$ cat config.mk
export PLATFORM = sky130hd
export DESIGN_NAME = battery_gauge_averager_unit_flat
export DESIGN_NICKNAME = d
export VERILOG_FILES = /design/src/hdl/bga_pkg.sv /design/src/hdl/bga_sample_if.sv /design/src/hdl/bga_result_if.sv /design/src/hdl/battery_gauge_averager_unit.sv /design/src/hdl/bga_cfg.sv /design/src/hdl/bga_ctrl.sv /design/src/hdl/bga_dpath.sv /design/src/flat_wrapper.sv
export SDC_FILE = /design/constraint.sdc
export NUM_CORES = 1
export LEC_CHECK = 0
export BUFFER_PORTS_ARGS = -buffer_cell sky130_fd_sc_hd__buf_2
export CORE_ASPECT_RATIO = 0.5
export CORE_MARGIN = 8
export CORE_UTILIZATION = 48
export DETAILED_ROUTE_END_ITERATION = 12
export PLACE_DENSITY = 0.66
export SETUP_SLACK_MARGIN = 0.5
export SLEW_MARGIN = 20
export SYNTH_ARGS = -nofsm -noshare
export SYNTH_HDL_FRONTEND = slang
export SYNTH_SLANG_ARGS = --single-unit
$ cat constraint.sdc
create_clock -name clk -period 6 [get_ports clk]
set_input_delay 1.2 -clock clk [delete_from_list [all_inputs] [get_ports clk]]
set_output_delay 1.2 -clock clk [all_outputs]
set_load 0.02 [all_outputs]
$ cat src/hdl/bga_pkg.sv
// Shared constants, types and state encoding for the battery gauge averager.
package bga_pkg;

  localparam int ADC_BITS     = 12;
  localparam int WINDOW       = 8;
  localparam int WIN_LOG2     = $clog2(WINDOW);
  localparam int SUM_W        = ADC_BITS + WIN_LOG2;
  localparam int MV_W         = 14;
  localparam int PCT_W        = 7;
  localparam int DIVR_W       = 3;
  localparam int CFG_IDX_W    = 3;
  localparam int CFG_DATA_W   = 14;

  localparam int VREF_MV      = 3300;
  localparam int SAMPLE_MAX   = (1 << ADC_BITS) - 1;
  localparam int MV_MAX       = (1 << MV_W) - 1;
  localparam int FULL_PERCENT = 100;

  // Scale is VREF_MV times the divider ratio, kept ready in the config block.
  localparam int SCALE_W      = $clog2(VREF_MV * ((1 << DIVR_W) - 1) + 1);
  localparam int PROD_W       = ADC_BITS + SCALE_W;

  // Percent division: dividend is (mv - empty) * 100, divisor full - empty.
  localparam int DVD_W        = MV_W + $clog2(FULL_PERCENT + 1);
  localparam int REM_W        = MV_W + 1;
  localparam int DIV_STEPS    = DVD_W;
  localparam int CNT_W        = $clog2(DIV_STEPS);

  localparam logic [CFG_IDX_W-1:0] REG_DIVIDER  = 3'd0;
  localparam logic [CFG_IDX_W-1:0] REG_FULL     = 3'd1;
  localparam logic [CFG_IDX_W-1:0] REG_EMPTY    = 3'd2;
  localparam logic [CFG_IDX_W-1:0] REG_LOW      = 3'd3;
  localparam logic [CFG_IDX_W-1:0] REG_CRITICAL = 3'd4;

  localparam logic [DIVR_W-1:0] DIVIDER_RESET  = 3'd2;
  localparam logic [MV_W-1:0]   FULL_RESET     = 14'd4200;
  localparam logic [MV_W-1:0]   EMPTY_RESET    = 14'd3000;
  localparam logic [MV_W-1:0]   LOW_RESET      = 14'd3500;
  localparam logic [MV_W-1:0]   CRITICAL_RESET = 14'd3300;

  typedef struct packed {
    logic [SCALE_W-1:0] scale;
    logic [MV_W-1:0]    full_mv;
    logic [MV_W-1:0]    empty_mv;
    logic [MV_W-1:0]    low_mv;
    logic [MV_W-1:0]    critical_mv;
  } cfg_t;

  typedef enum logic [2:0] {
    ST_IDLE,
    ST_MUL,
    ST_CONV,
    ST_PCT,
    ST_DIV,
    ST_FINISH
  } state_t;

  typedef struct packed {
    logic load_sample;
    logic mul_en;
    logic conv_en;
    logic pct_load;
    logic div_step;
    logic out_load;
  } cmd_t;

  typedef struct packed {
    logic need_div;
  } status_t;

endpackage

$ cat src/hdl/bga_sample_if.sv
// Input channel carrying one raw converter sample per word.
interface bga_sample_if;
  logic                         valid;
  logic                         ready;
  logic [bga_pkg::ADC_BITS-1:0] adc_sample;

  modport source (output valid, output adc_sample, input ready);
  modport sink (input valid, input adc_sample, output ready);
endinterface

$ cat src/hdl/bga_result_if.sv
// Output channel carrying one gauge result per word.
interface bga_result_if;
  logic                      valid;
  logic                      ready;
  logic [bga_pkg::MV_W-1:0]  battery_mv;
  logic [bga_pkg::PCT_W-1:0] charge_percent;
  logic                      low_flag;
  logic                      critical_flag;

  modport source (output valid, output battery_mv, output charge_percent,
                  output low_flag, output critical_flag, input ready);
  modport sink (input valid, input battery_mv, input charge_percent,
                input low_flag, input critical_flag, output ready);
endinterface

$ cat src/hdl/battery_gauge_averager_unit.sv
// Top level of the battery gauge averager: config registers, controller and datapath.
//
// Each accepted sample word enters an eight-entry ring whose running sum gives the
// window average; the average is scaled to millivolts (saturating at 16383), turned
// into a 0..100 charge percentage between the empty and full thresholds, and flagged
// against the low and critical thresholds. One result word leaves per sample. A
// sample passes through the multiply, convert and percent states; inside the linear
// band a restoring divider then produces one of 21 quotient bits per cycle.
// The next sample is accepted as soon as the controller is back in idle, even while
// the previous result word still waits in the output register. The sample ring and
// window sum start at zero after reset, so the first seven averages include zeros.
module battery_gauge_averager_unit (
  input  logic                            clk,
  input  logic                            rst,
  bga_sample_if.sink                      sample,
  bga_result_if.source                    result,
  input  logic                            cfg_we,
  input  logic [bga_pkg::CFG_IDX_W-1:0]   cfg_index,
  input  logic [bga_pkg::CFG_DATA_W-1:0]  cfg_data
);

  bga_pkg::cfg_t     cfg;
  bga_pkg::cmd_t     cmd;
  bga_pkg::status_t  status;

  bga_cfg u_cfg (
    .clk   (clk),
    .rst   (rst),
    .we    (cfg_we),
    .index (cfg_index),
    .data  (cfg_data),
    .cfg   (cfg)
  );

  bga_ctrl u_ctrl (
    .clk       (clk),
    .rst       (rst),
    .in_valid  (sample.valid),
    .in_ready  (sample.ready),
    .out_valid (result.valid),
    .out_ready (result.ready),
    .status    (status),
    .cmd       (cmd)
  );

  bga_dpath u_dpath (
    .clk            (clk),
    .rst            (rst),
    .cmd            (cmd),
    .cfg            (cfg),
    .adc_sample     (sample.adc_sample),
    .status         (status),
    .battery_mv     (result.battery_mv),
    .charge_percent (result.charge_percent),
    .low_flag       (result.low_flag),
    .critical_flag  (result.critical_flag)
  );

endmodule

$ cat src/hdl/bga_cfg.sv
// Configuration register file with the precomputed voltage scale factor.
module bga_cfg (
  input  logic                              clk,
  input  logic                              rst,
  input  logic                              we,
  input  logic [bga_pkg::CFG_IDX_W-1:0]     index,
  input  logic [bga_pkg::CFG_DATA_W-1:0]    data,
  output bga_pkg::cfg_t                     cfg
);

  localparam logic [bga_pkg::SCALE_W-1:0] SCALE_RESET =
    bga_pkg::SCALE_W'(bga_pkg::VREF_MV * int'(bga_pkg::DIVIDER_RESET));

  logic [bga_pkg::SCALE_W-1:0] scale_new;

  assign scale_new = bga_pkg::SCALE_W'(bga_pkg::VREF_MV *
                                       int'(data[bga_pkg::DIVR_W-1:0]));

  always_ff @(posedge clk) begin
    if (rst) begin
      cfg.scale         <= SCALE_RESET;
      cfg.full_mv       <= bga_pkg::FULL_RESET;
      cfg.empty_mv      <= bga_pkg::EMPTY_RESET;
      cfg.low_mv        <= bga_pkg::LOW_RESET;
      cfg.critical_mv   <= bga_pkg::CRITICAL_RESET;
    end else if (we) begin
      unique case (index)
        bga_pkg::REG_DIVIDER:  cfg.scale       <= scale_new;
        bga_pkg::REG_FULL:     cfg.full_mv     <= data;
        bga_pkg::REG_EMPTY:    cfg.empty_mv    <= data;
        bga_pkg::REG_LOW:      cfg.low_mv      <= data;
        bga_pkg::REG_CRITICAL: cfg.critical_mv <= data;
        default: ;
      endcase
    end
  end

endmodule

$ cat src/hdl/bga_ctrl.sv
// Sequencing state machine for the averaging, conversion and percent division.
module bga_ctrl (
  input  logic              clk,
  input  logic              rst,
  input  logic              in_valid,
  output logic              in_ready,
  output logic              out_valid,
  input  logic              out_ready,
  input  bga_pkg::status_t  status,
  output bga_pkg::cmd_t     cmd
);

  localparam logic [bga_pkg::CNT_W-1:0] CNT_LAST = bga_pkg::CNT_W'(bga_pkg::DIV_STEPS - 1);

  bga_pkg::state_t            state;
  bga_pkg::state_t            state_next;
  logic [bga_pkg::CNT_W-1:0]  cnt;
  logic                       out_free;

  assign out_free = !out_valid || out_ready;

  always_comb begin
    state_next = state;
    unique case (state)
      bga_pkg::ST_IDLE:   if (in_valid) state_next = bga_pkg::ST_MUL;
      bga_pkg::ST_MUL:    state_next = bga_pkg::ST_CONV;
      bga_pkg::ST_CONV:   state_next = bga_pkg::ST_PCT;
      bga_pkg::ST_PCT: begin
        state_next = status.need_div ? bga_pkg::ST_DIV : bga_pkg::ST_FINISH;
      end
      bga_pkg::ST_DIV:    if (cnt == CNT_LAST) state_next = bga_pkg::ST_FINISH;
      bga_pkg::ST_FINISH: if (out_free) state_next = bga_pkg::ST_IDLE;
      default:            state_next = bga_pkg::ST_IDLE;
    endcase
  end

  always_comb begin
    in_ready        = (state == bga_pkg::ST_IDLE);
    cmd.load_sample = (state == bga_pkg::ST_IDLE) && in_valid;
    cmd.mul_en      = (state == bga_pkg::ST_MUL);
    cmd.conv_en     = (state == bga_pkg::ST_CONV);
    cmd.pct_load    = (state == bga_pkg::ST_PCT);
    cmd.div_step    = (state == bga_pkg::ST_DIV);
    cmd.out_load    = (state == bga_pkg::ST_FINISH) && out_free;
  end

  always_ff @(posedge clk) begin
    if (rst) begin
      state     <= bga_pkg::ST_IDLE;
      cnt       <= '0;
      out_valid <= 1'b0;
    end else begin
      state <= state_next;
      if (cmd.pct_load) begin
        cnt <= '0;
      end else if (cmd.div_step) begin
        cnt <= cnt + 1'b1;
      end
      // The result word is held until taken; a new one only lands in a free slot.
      if (cmd.out_load) begin
        out_valid <= 1'b1;
      end else if (out_ready) begin
        out_valid <= 1'b0;
      end
    end
  end

  a_accept_starts_mul: assert property (@(posedge clk) disable iff (rst)
    (in_valid && in_ready) |=> (state == bga_pkg::ST_MUL))
    else $error("accepted sample did not start the multiply step");

  a_div_ends: assert property (@(posedge clk) disable iff (rst)
    (state == bga_pkg::ST_DIV && cnt == CNT_LAST) |=> (state == bga_pkg::ST_FINISH))
    else $error("division did not end after the last step");

  a_result_held: assert property (@(posedge clk) disable iff (rst)
    (out_valid && !out_ready) |=> out_valid)
    else $error("pending result word was dropped");

endmodule

$ cat src/hdl/bga_dpath.sv
// Datapath: sample ring, window sum, millivolt conversion, percent divider, result register.
module bga_dpath (
  input  logic                          clk,
  input  logic                          rst,
  input  bga_pkg::cmd_t                 cmd,
  input  bga_pkg::cfg_t                 cfg,
  input  logic [bga_pkg::ADC_BITS-1:0]  adc_sample,
  output bga_pkg::status_t              status,
  output logic [bga_pkg::MV_W-1:0]      battery_mv,
  output logic [bga_pkg::PCT_W-1:0]     charge_percent,
  output logic                          low_flag,
  output logic                          critical_flag
);

  // Division by 4095 is done as x = q0*4096 + lo = q0*4095 + (lo + q0), folded twice.
  localparam int Q0_W = bga_pkg::PROD_W - bga_pkg::ADC_BITS;
  localparam int R0_W = Q0_W + 1;
  localparam int Q1_W = R0_W - bga_pkg::ADC_BITS;
  localparam int R1_W = bga_pkg::ADC_BITS + 1;
  localparam int Q_W  = Q0_W + 1;

  logic [bga_pkg::ADC_BITS-1:0]  ring [bga_pkg::WINDOW];
  logic [bga_pkg::WIN_LOG2-1:0]  slot;
  logic [bga_pkg::SUM_W-1:0]     sum;
  logic [bga_pkg::SUM_W-1:0]     sum_next;
  logic [bga_pkg::ADC_BITS-1:0]  avg;
  logic [bga_pkg::PROD_W-1:0]    prod;

  logic [Q0_W-1:0]               q0;
  logic [R0_W-1:0]               r0;
  logic [Q1_W-1:0]               q1;
  logic [R1_W-1:0]               r1;
  logic                          corr;
  logic [Q_W-1:0]                q;
  logic [bga_pkg::MV_W-1:0]      mv_sat;
  logic [bga_pkg::MV_W-1:0]      mv;

  logic                          at_full;
  logic                          at_empty;
  logic [bga_pkg::DVD_W-1:0]     dividend;
  logic [bga_pkg::DVD_W-1:0]     quo;
  logic [bga_pkg::REM_W-1:0]     rem;
  logic [bga_pkg::MV_W-1:0]      dsr;
  logic [bga_pkg::REM_W-1:0]     shifted;
  logic [bga_pkg::REM_W:0]       trial;

  assign sum_next = sum - bga_pkg::SUM_W'(ring[slot]) + bga_pkg::SUM_W'(adc_sample);
  assign avg      = sum[bga_pkg::SUM_W-1:bga_pkg::WIN_LOG2];

  always_ff @(posedge clk) begin
    if (rst) begin
      for (int i = 0; i < bga_pkg::WINDOW; i++) begin
        ring[i] <= '0;
      end
      slot <= '0;
      sum  <= '0;
    end else if (cmd.load_sample) begin
      ring[slot] <= adc_sample;
      slot       <= slot + 1'b1;
      sum        <= sum_next;
    end
  end

  always_comb begin
    q0     = prod[bga_pkg::PROD_W-1:bga_pkg::ADC_BITS];
    r0     = R0_W'(prod[bga_pkg::ADC_BITS-1:0]) + R0_W'(q0);
    q1     = r0[R0_W-1:bga_pkg::ADC_BITS];
    r1     = R1_W'(r0[bga_pkg::ADC_BITS-1:0]) + R1_W'(q1);
    corr   = (r1 >= R1_W'(bga_pkg::SAMPLE_MAX));
    q      = Q_W'(q0) + Q_W'(q1) + Q_W'(corr);
    mv_sat = (q > Q_W'(bga_pkg::MV_MAX)) ? bga_pkg::MV_W'(bga_pkg::MV_MAX)
                                         : q[bga_pkg::MV_W-1:0];
  end

  always_comb begin
    at_full         = (mv >= cfg.full_mv);
    at_empty        = (mv <= cfg.empty_mv);
    status.need_div = !at_full && !at_empty;
    dividend        = bga_pkg::DVD_W'(mv - cfg.empty_mv) *
                      bga_pkg::DVD_W'(bga_pkg::FULL_PERCENT);
    shifted         = {rem[bga_pkg::REM_W-2:0], quo[bga_pkg::DVD_W-1]};
    trial           = {1'b0, shifted} - (bga_pkg::REM_W + 1)'(dsr);
  end

  always_ff @(posedge clk) begin
    if (cmd.mul_en) begin
      prod <= bga_pkg::PROD_W'(avg) * bga_pkg::PROD_W'(cfg.scale);
    end
    if (cmd.conv_en) begin
      mv <= mv_sat;
    end
    // Outside the linear band the quotient register simply holds the fixed percent.
    if (cmd.pct_load) begin
      rem <= '0;
      dsr <= cfg.full_mv - cfg.empty_mv;
      if (status.need_div) begin
        quo <= dividend;
      end else if (at_full) begin
        quo <= bga_pkg::DVD_W'(bga_pkg::FULL_PERCENT);
      end else begin
        quo <= '0;
      end
    end else if (cmd.div_step) begin
      if (!trial[bga_pkg::REM_W]) begin
        rem <= trial[bga_pkg::REM_W-1:0];
        quo <= {quo[bga_pkg::DVD_W-2:0], 1'b1};
      end else begin
        rem <= shifted;
        quo <= {quo[bga_pkg::DVD_W-2:0], 1'b0};
      end
    end
    if (cmd.out_load) begin
      battery_mv     <= mv;
      charge_percent <= quo[bga_pkg::PCT_W-1:0];
      low_flag       <= (mv != '0) && (mv <= cfg.low_mv);
      critical_flag  <= (mv != '0) && (mv <= cfg.critical_mv);
    end
  end

  a_pct_range: assert property (@(posedge clk) disable iff (rst)
    cmd.out_load |=> (charge_percent <= bga_pkg::PCT_W'(bga_pkg::FULL_PERCENT)))
    else $error("charge percent above full scale");

  a_zero_no_flags: assert property (@(posedge clk) disable iff (rst)
    (cmd.out_load && mv == '0) |=> (!low_flag && !critical_flag))
    else $error("flag raised for a zero voltage");

endmodule
$ cat src/flat_wrapper.sv
// flat-port wrapper written by rule: the top's interface ports become plain ports
module battery_gauge_averager_unit_flat 
  (clk, rst, cfg_we, cfg_index, cfg_data, sample_valid, sample_adc_sample, sample_ready, result_valid, result_battery_mv, result_charge_percent, result_low_flag, result_critical_flag, result_ready);
  bga_sample_if sample_i ();
  bga_result_if result_i ();
  input  logic clk;
  input  logic rst;
  input  logic cfg_we;
  input  logic [bga_pkg::CFG_IDX_W-1:0] cfg_index;
  input  logic [bga_pkg::CFG_DATA_W-1:0] cfg_data;
  input wire logic [$bits(sample_i.valid)-1:0] sample_valid;
  input wire logic [$bits(sample_i.adc_sample)-1:0] sample_adc_sample;
  output wire logic [$bits(sample_i.ready)-1:0] sample_ready;
  output wire logic [$bits(result_i.valid)-1:0] result_valid;
  output wire logic [$bits(result_i.battery_mv)-1:0] result_battery_mv;
  output wire logic [$bits(result_i.charge_percent)-1:0] result_charge_percent;
  output wire logic [$bits(result_i.low_flag)-1:0] result_low_flag;
  output wire logic [$bits(result_i.critical_flag)-1:0] result_critical_flag;
  input wire logic [$bits(result_i.ready)-1:0] result_ready;
  assign sample_i.valid = sample_valid;
  assign sample_i.adc_sample = sample_adc_sample;
  assign sample_ready = sample_i.ready;
  assign result_valid = result_i.valid;
  assign result_battery_mv = result_i.battery_mv;
  assign result_charge_percent = result_i.charge_percent;
  assign result_low_flag = result_i.low_flag;
  assign result_critical_flag = result_i.critical_flag;
  assign result_i.ready = result_ready;
  battery_gauge_averager_unit u_core (.clk(clk), .rst(rst), .sample(sample_i), .result(result_i), .cfg_we(cfg_we), .cfg_index(cfg_index), .cfg_data(cfg_data));
endmodule
== Yosys cells after proc, flatten, opt, wreduce, memory -nomap -nowiden ==
Memory sizes are Yosys's and may differ from the RTL's. A register that Yosys moved wholly into a read port is not among the register bits.
Index checks and enable logic that the tools add are counted.
Word-level totals
  bits in registers: 209
  memory bits (writable): 96
  input port bits: 34
  output and inout port bits: 25
  word-level logic and storage cells: 98
  memories: 1
Cells by class
  add/subtract/negate cells: 11
  multiply operators: 3
  $lt $le $gt $ge: 6
  equality and inequality tests: 13
  mux-type cells: 23
  reduce and logical (&&, ||, !) cells: 22
Memories
  u_core.u_dpath.ring: depth 8, width 12, rd ports 1, clocked after Yosys merged registers in 1, wr ports 8, line bga_dpath.sv:22  | logic [bga_pkg::ADC_BITS-1:0] ring [bga_pkg::WINDOW];
Operator list (count)
  21-bit two-way mux: 3
  14-bit <= comparator: 3
  12-bit by 13-bit multiplier with 25-bit output: 1
  21-bit by 5-bit multiplier with 19-bit output (second input constant): 1
  3-bit two-way mux: 6
  3-bit case mux with 6 select lines: 1
  12-bit by 15-bit adder with 16-bit output: 1
  15-bit by 4-bit adder with 16-bit output: 1
  16-bit by 1-bit adder with 16-bit output: 1
  16-bit by 14-bit greater-than comparator with 1-bit output (second input constant): 1
  15-bit by 14-bit subtractor with 16-bit output: 1
  15-bit by 12-bit adder with 15-bit output: 1
  14-bit by 14-bit subtractor with 15-bit output: 1
  15-bit by 12-bit subtractor with 15-bit output: 1
  14-bit >= comparator: 1
  14-bit two-way mux: 1
  14-bit nonzero test: 1
  14-bit subtractor: 1
  12-bit by 4-bit adder with 13-bit output: 1
  13-bit by 12-bit >= comparator with 1-bit output (second input constant): 1
  10-bit by 3-bit multiplier with 13-bit output (first input constant): 1
  3-bit by 2-bit equality test with 1-bit output (second input constant): 4
  12-bit two-way mux: 1
  12-bit OR reduction: 1
  other kinds (16): 42

== Depth between registers and ports, before layout ==
  depth in word-level cells: 7
  depth in mapped cells: 31
  depth with buffers taken out: 30

== Cells and area by module ==
From an unflattened synthesis, not the netlist that was laid out.
Second synthesis, totals
  cell total of the unflattened synthesis: 2507
  area, all modules: 24434.7 um^2
Modules (own cells, without submodules)
  bga_dpath: times used 1, cells each 2128, area an instance 21164.0 um^2, seq. area each 6556.3 um^2
  bga_cfg: times used 1, cells each 321, area an instance 2747.6 um^2, seq. area each 1361.3 um^2
  bga_ctrl: times used 1, cells each 58, area an instance 523.0 um^2, seq. area each 180.2 um^2

== Worst setup path before layout ==
No wires, ideal clock.
  kind: reg2reg
  start point: register u_core.u_dpath.prod[14] (netlist name)
  end point: register u_core.u_dpath.mv[10] (netlist name), data pin
  library setup time: 0.258 ns
  data arrival time: 5.745 ns
  required time: 5.742 ns
  setup slack: -0.003 ns
  stages on the path, launching flop included: 31
  path buffers: 1
  period minus slack after synthesis: 6.003 ns
  cells stage by stage: edfxtp_1 > ha_1 > fa_1 > a21o_1 > a21oi_1 > o21bai_1 > a21oi_1 > o21bai_1 > a21oi_1 > o21bai_1 > a21oi_1 > xnor2_1 > ha_1 > fa_1 > xor2_1 > nand4_1 > maj3_1 > or4_1 > nor2_1 > fa_1 > fa_1 > a21oi_1 > nor2_1 > nor2_1 > and3b_1 > nand2_1 > nor2_1 > nand3_1 > mux2i_1 > buf_2 > nand2_1
Between the ends
  word-level cells in the longest chain between the ends: 5
  elaborated cells on any way between the ends: 6
  those cells by class: 4 x add/sub; 2 x order compare
Ends and longest elaborated chain
  from (decl): line bga_dpath.sv:27  | logic [bga_pkg::PROD_W-1:0] prod;
  from (signal assigned): line bga_dpath.sv:87  | prod <= bga_pkg::PROD_W'(avg) * bga_pkg::PROD_W'(cfg.scale);
  12-bit by 15-bit adder with 16-bit output: line bga_dpath.sv:66  | r0 = R0_W'(prod[bga_pkg::ADC_BITS-1:0]) + R0_W'(q0);
  12-bit by 4-bit adder with 13-bit output: line bga_dpath.sv:68  | r1 = R1_W'(r0[bga_pkg::ADC_BITS-1:0]) + R1_W'(q1);
  13-bit by 12-bit >= comparator with 1-bit output: line bga_dpath.sv:69  | corr = (r1 >= R1_W'(bga_pkg::SAMPLE_MAX));
  16-bit by 1-bit adder with 16-bit output *: line bga_dpath.sv:70  | q = Q_W'(q0) + Q_W'(q1) + Q_W'(corr);
  16-bit by 14-bit greater-than comparator with 1-bit output: line bga_dpath.sv:71  | mv_sat = (q > Q_W'(bga_pkg::MV_MAX)) ? bga_pkg::MV_W'(bga_pkg::MV_MAX)
  to (signal assigned): line bga_dpath.sv:90  | mv <= mv_sat;
  to (decl): line bga_dpath.sv:36  | logic [bga_pkg::MV_W-1:0] mv;
Every way passes the cells marked *; elsewhere a longest branch is shown, timed or not.
A chain may end at the register's enable or synchronous reset.

== Final worst setup path ==
  start point: register u_core.u_dpath.prod[3] (netlist name)
  end point: register u_core.u_dpath.mv[12] (netlist name), data pin
Between the ends
  word-level cells in the longest chain between the ends: 5
  elaborated cells on any way between the ends: 6
  those cells by class: 4 x add/sub; 2 x order compare
Ends and longest elaborated chain (line)
  12-bit by 15-bit adder with 16-bit output *: bga_dpath.sv:66
  12-bit by 4-bit adder with 13-bit output: bga_dpath.sv:68
  13-bit by 12-bit >= comparator with 1-bit output: bga_dpath.sv:69
  16-bit by 1-bit adder with 16-bit output *: bga_dpath.sv:70
  16-bit by 14-bit greater-than comparator with 1-bit output: bga_dpath.sv:71
Marked as above.

==> flow_summary.toml <==
[synth]
ys_types = 69
yosys_warnings = 0
synth_top_family_by_area = "adder cells"
async_reset_ff_share_pct = 0
yosysTopAreaCell = "edfxtp_1"
synth_compound_area_share_pct = 10.1
syn_area_per_cell_um2 = 9.70
synth_area_leaders = "edfxtp_1 (25%), fa_1 (13%), ha_1 (12%)"
synth-main-ff-cell = "edfxtp_1"
muxShareOfSynthArea_pct = 3.01
synth-adder-area-share_pct = 25.1
synth_area_um2 = 23100
synth_cells = 2380
synth_commonest_cells = "nand2_1 (334), inv_1 (326), ha_1 (229)"
synth_seq_cells = 305
synth_top_area_share_pct = 25.1
yosysSeqAreaShare_pct = 34.8
yosysMostFrequentCell = "nand2_1"
synth_edf_count = 193
synth_simple_gate_area_share_pct = 15.6
synth_fp_nets = 2789
synth_xor_area_share_pct = 4.10

[worst_setup_path]
critPathTopFamily = "compound AO/OA/AOI/OAI gates"
crit_path_start_kind = "register"
slowest_stage = "or4_4"
cp.arrival_ns = 6.08
worst-path-stages = 32
critPathMaxFanout = 2
reg2regPathDepth = 32
path_class = "register to register"
path_buf_inv = 4
crit_path_end_kind = "register"
max_stage_delay_ns = 0.43
r2r-end = "u_core.u_dpath.mv[12]"
cp-endpoint = "u_core.u_dpath.mv[12]"
critPathRequiredTime_ns = 6.33
crit_path_start = "u_core.u_dpath.prod[3]"
r2r-start = "u_core.u_dpath.prod[3]"
regToRegSetupSlack_ns = 0.24

[drt]
wl_per_cell_um = 16.7
vias_per_cell = 5.36
drt-initial-drc-count = 982
final_antenna_net_count = 0
dr.pass1.iters = 5
vias = 16700
route.detailed.drc = 0
wirelength_um = 52100

[floorplanning]
rows = 56
die_area_um2 = 55800
start_util_pct = 49.0
die_x_um = 326
ios = 59
core_area_um2 = 47200
die_y_um = 171

[clock_tree]
clkLatencyLatePin_ns = 0.57
cts.sinks = 305
cts.clk_slew.worst_paths_ns = 0.07
cts_buffer_depth = 3
htreeDepth = 1
cts_tree = "done"
root_buffer = "clkbuf_16"
cts_made_buffers = 29

[min_path]
hold_path_class = "register to register"

[sta]
period_needed_ns = 5.76
rsz0062_at_grt = "true"
finalClockSkew_ns = 0.0151
maxSlewHeadroom_pct = 31.9
fin_crit_sh_pct = 95.9
final_hold_viol_count = 0
finalSetupTns_ns = 0
tightest_slew_ns = 1.02
whs_ns = 0.452
finalMaxSlewViolations = 0
fmax_ghz = 0.174
setup_viol = 0

[placed_design]
gp_congestion = 0.880
portBuffers = 58
hpwl_um = 39100

[run]
cap_violations = 0

[power]
fin_total_pwr_mw = 10.3
vdd_drop_max_uv = 296
power_density_nw_per_um2 = 402
p_leak_nw = 11.3

[global_route]
gr-total-overflow = 0
grt_max_degree = 99
grt_pass1_vias = 16500
grt_usage_pct = 18.3
antenna_found_initial = 0
grt_pass1_wl_um = 84700

[layout]
drive_gt1_share_pct = 13.4
fin_util_pct = 54.4
synthToLayoutAreaGrowth_pct = 11.1
num-nets-final = 2864

[outcome]
run_status = "finished clean"
==> what timing repair did <==
item                                    4_1_cts  5_1_grt
cloned                                        1        0
resized for setup                            24       40
hold buffers                                  0        0
endpoints found under the setup margin       16       19
endpoints found under the hold margin         0        0
buffers inserted                             41       13
pin swaps                                    23       27
==> worst register-to-register path, delay by kind of cell (launching register included) <==
family,cells,cell delay (ns)
DFF,1,0.40
buffers and inverters,4,0.37
muxes,1,0.19
adders and majority gates,5,1.40
xor gates and xnor gates,2,0.28
and+or+nand+nor,10,1.33
AOI/OAI and AO/OA,10,1.54
==> routing by layer <==
layer	vias to the layer above	track usage, %	part of all wire (%)
met3	74	2.55	4.0
met1	8085	23.3	44
li1	8233	-	-
met4	0	4.57	2.2
met5	-	0	0
met2	308	32.9	50
==> area by class of cell <==
type,instances,area [um^2]
clock buffer,38,801
inverter,338,1270
clock inverter,16,148
antenna,1,2.50
timing repair buffer,148,972
multi-input combinational,1633,13600
tap,638,798
fill,4150,21500
sequential,305,8080
==> cell usage in the layout, fill, tap and decap left out, drive strengths merged, types with 11 or more instances in the layout <==
| cell | count |
|---|---|
| dfxtp | 112 |
| xor2 | 35 |
| nand2b | 15 |
| inv | 332 |
| nand2 | 334 |
| xnor2 | 73 |
| and2 | 61 |
| ha | 229 |
| buf | 148 |
| a21o | 33 |
| nor3 | 90 |
| a211o | 11 |
| o31ai | 15 |
| mux4 | 24 |
| o211ai | 15 |
| nor4 | 49 |
| mux2 | 12 |
| a21oi | 124 |
| clkbuf | 38 |
| nor2 | 82 |
| o21a | 25 |
| nand3b | 26 |
| fa | 146 |
| a31oi | 11 |
| clkinv | 18 |
| nand4 | 13 |
| nor2b | 19 |
| edfxtp | 193 |
| or2 | 16 |
| o21ai | 58 |
| nand3 | 23 |
==> worst min path at each step <==
stage                          start                                to  depth (start not counted)
2_1_floorplan  u_core.u_dpath.quo[0]  u_core.u_dpath.charge_percent[0]                          0
3_3_place_gp   u_core.u_dpath.quo[3]  u_core.u_dpath.charge_percent[3]                          0
3_5_place_dp   u_core.u_dpath.quo[3]  u_core.u_dpath.charge_percent[3]                          0
4_1_cts        u_core.u_dpath.quo[3]  u_core.u_dpath.charge_percent[3]                          0
5_1_grt        u_core.u_dpath.quo[3]  u_core.u_dpath.charge_percent[3]                          0
6_report       u_core.u_dpath.sum[0]             u_core.u_dpath.sum[0]                          2
==> cells by family after synthesis <==
kind of cell / Yosys count
flops: 305
compound gates: 355
xor+xnor: 108
buf+inv: 442
mux: 38
fa+ha+maj: 376
simple gates: 756
==> state kept, by name, summed over array words and instances (netlist names), named ones only <==
signal                         flops
u_core.u_dpath.dsr                14
u_core.u_dpath.critical_flag       1
u_core.u_dpath.charge_percent      7
u_core.u_cfg.cfg                  68
u_core.u_dpath.prod               25
u_core.u_dpath.mv                 14
u_core.u_ctrl.out_valid            1
u_core.u_dpath.slot                3
u_core.u_dpath.battery_mv         14
u_core.u_dpath.rem                14
u_core.u_dpath.ring               96
u_core.u_ctrl.state                3
u_core.u_ctrl.cnt                  5
u_core.u_dpath.low_flag            1
u_core.u_dpath.quo                21
u_core.u_dpath.sum                15
==> power by group <==
part | switching [mW] | internal (mW)
clock network | 0.834 | 1.03
registers | 0.219 | 2.52
logic | 3.09 | 2.62
total | 4.15 | 6.17
==> per-stage QoR <==
stage,std cells,area (um^2),setup slack [ns]
2_1_floorplan,2380,23100,0.340
4_1_cts,3103,25400,0.225
3_5_place_dp,3007,24100,0.0191
6_report,3117,25700,0.245
3_3_place_gp,3007,24100,0.0953
5_1_grt,3116,25700,-0.107
No activity file was read; power rests on OpenSTA's default activity.
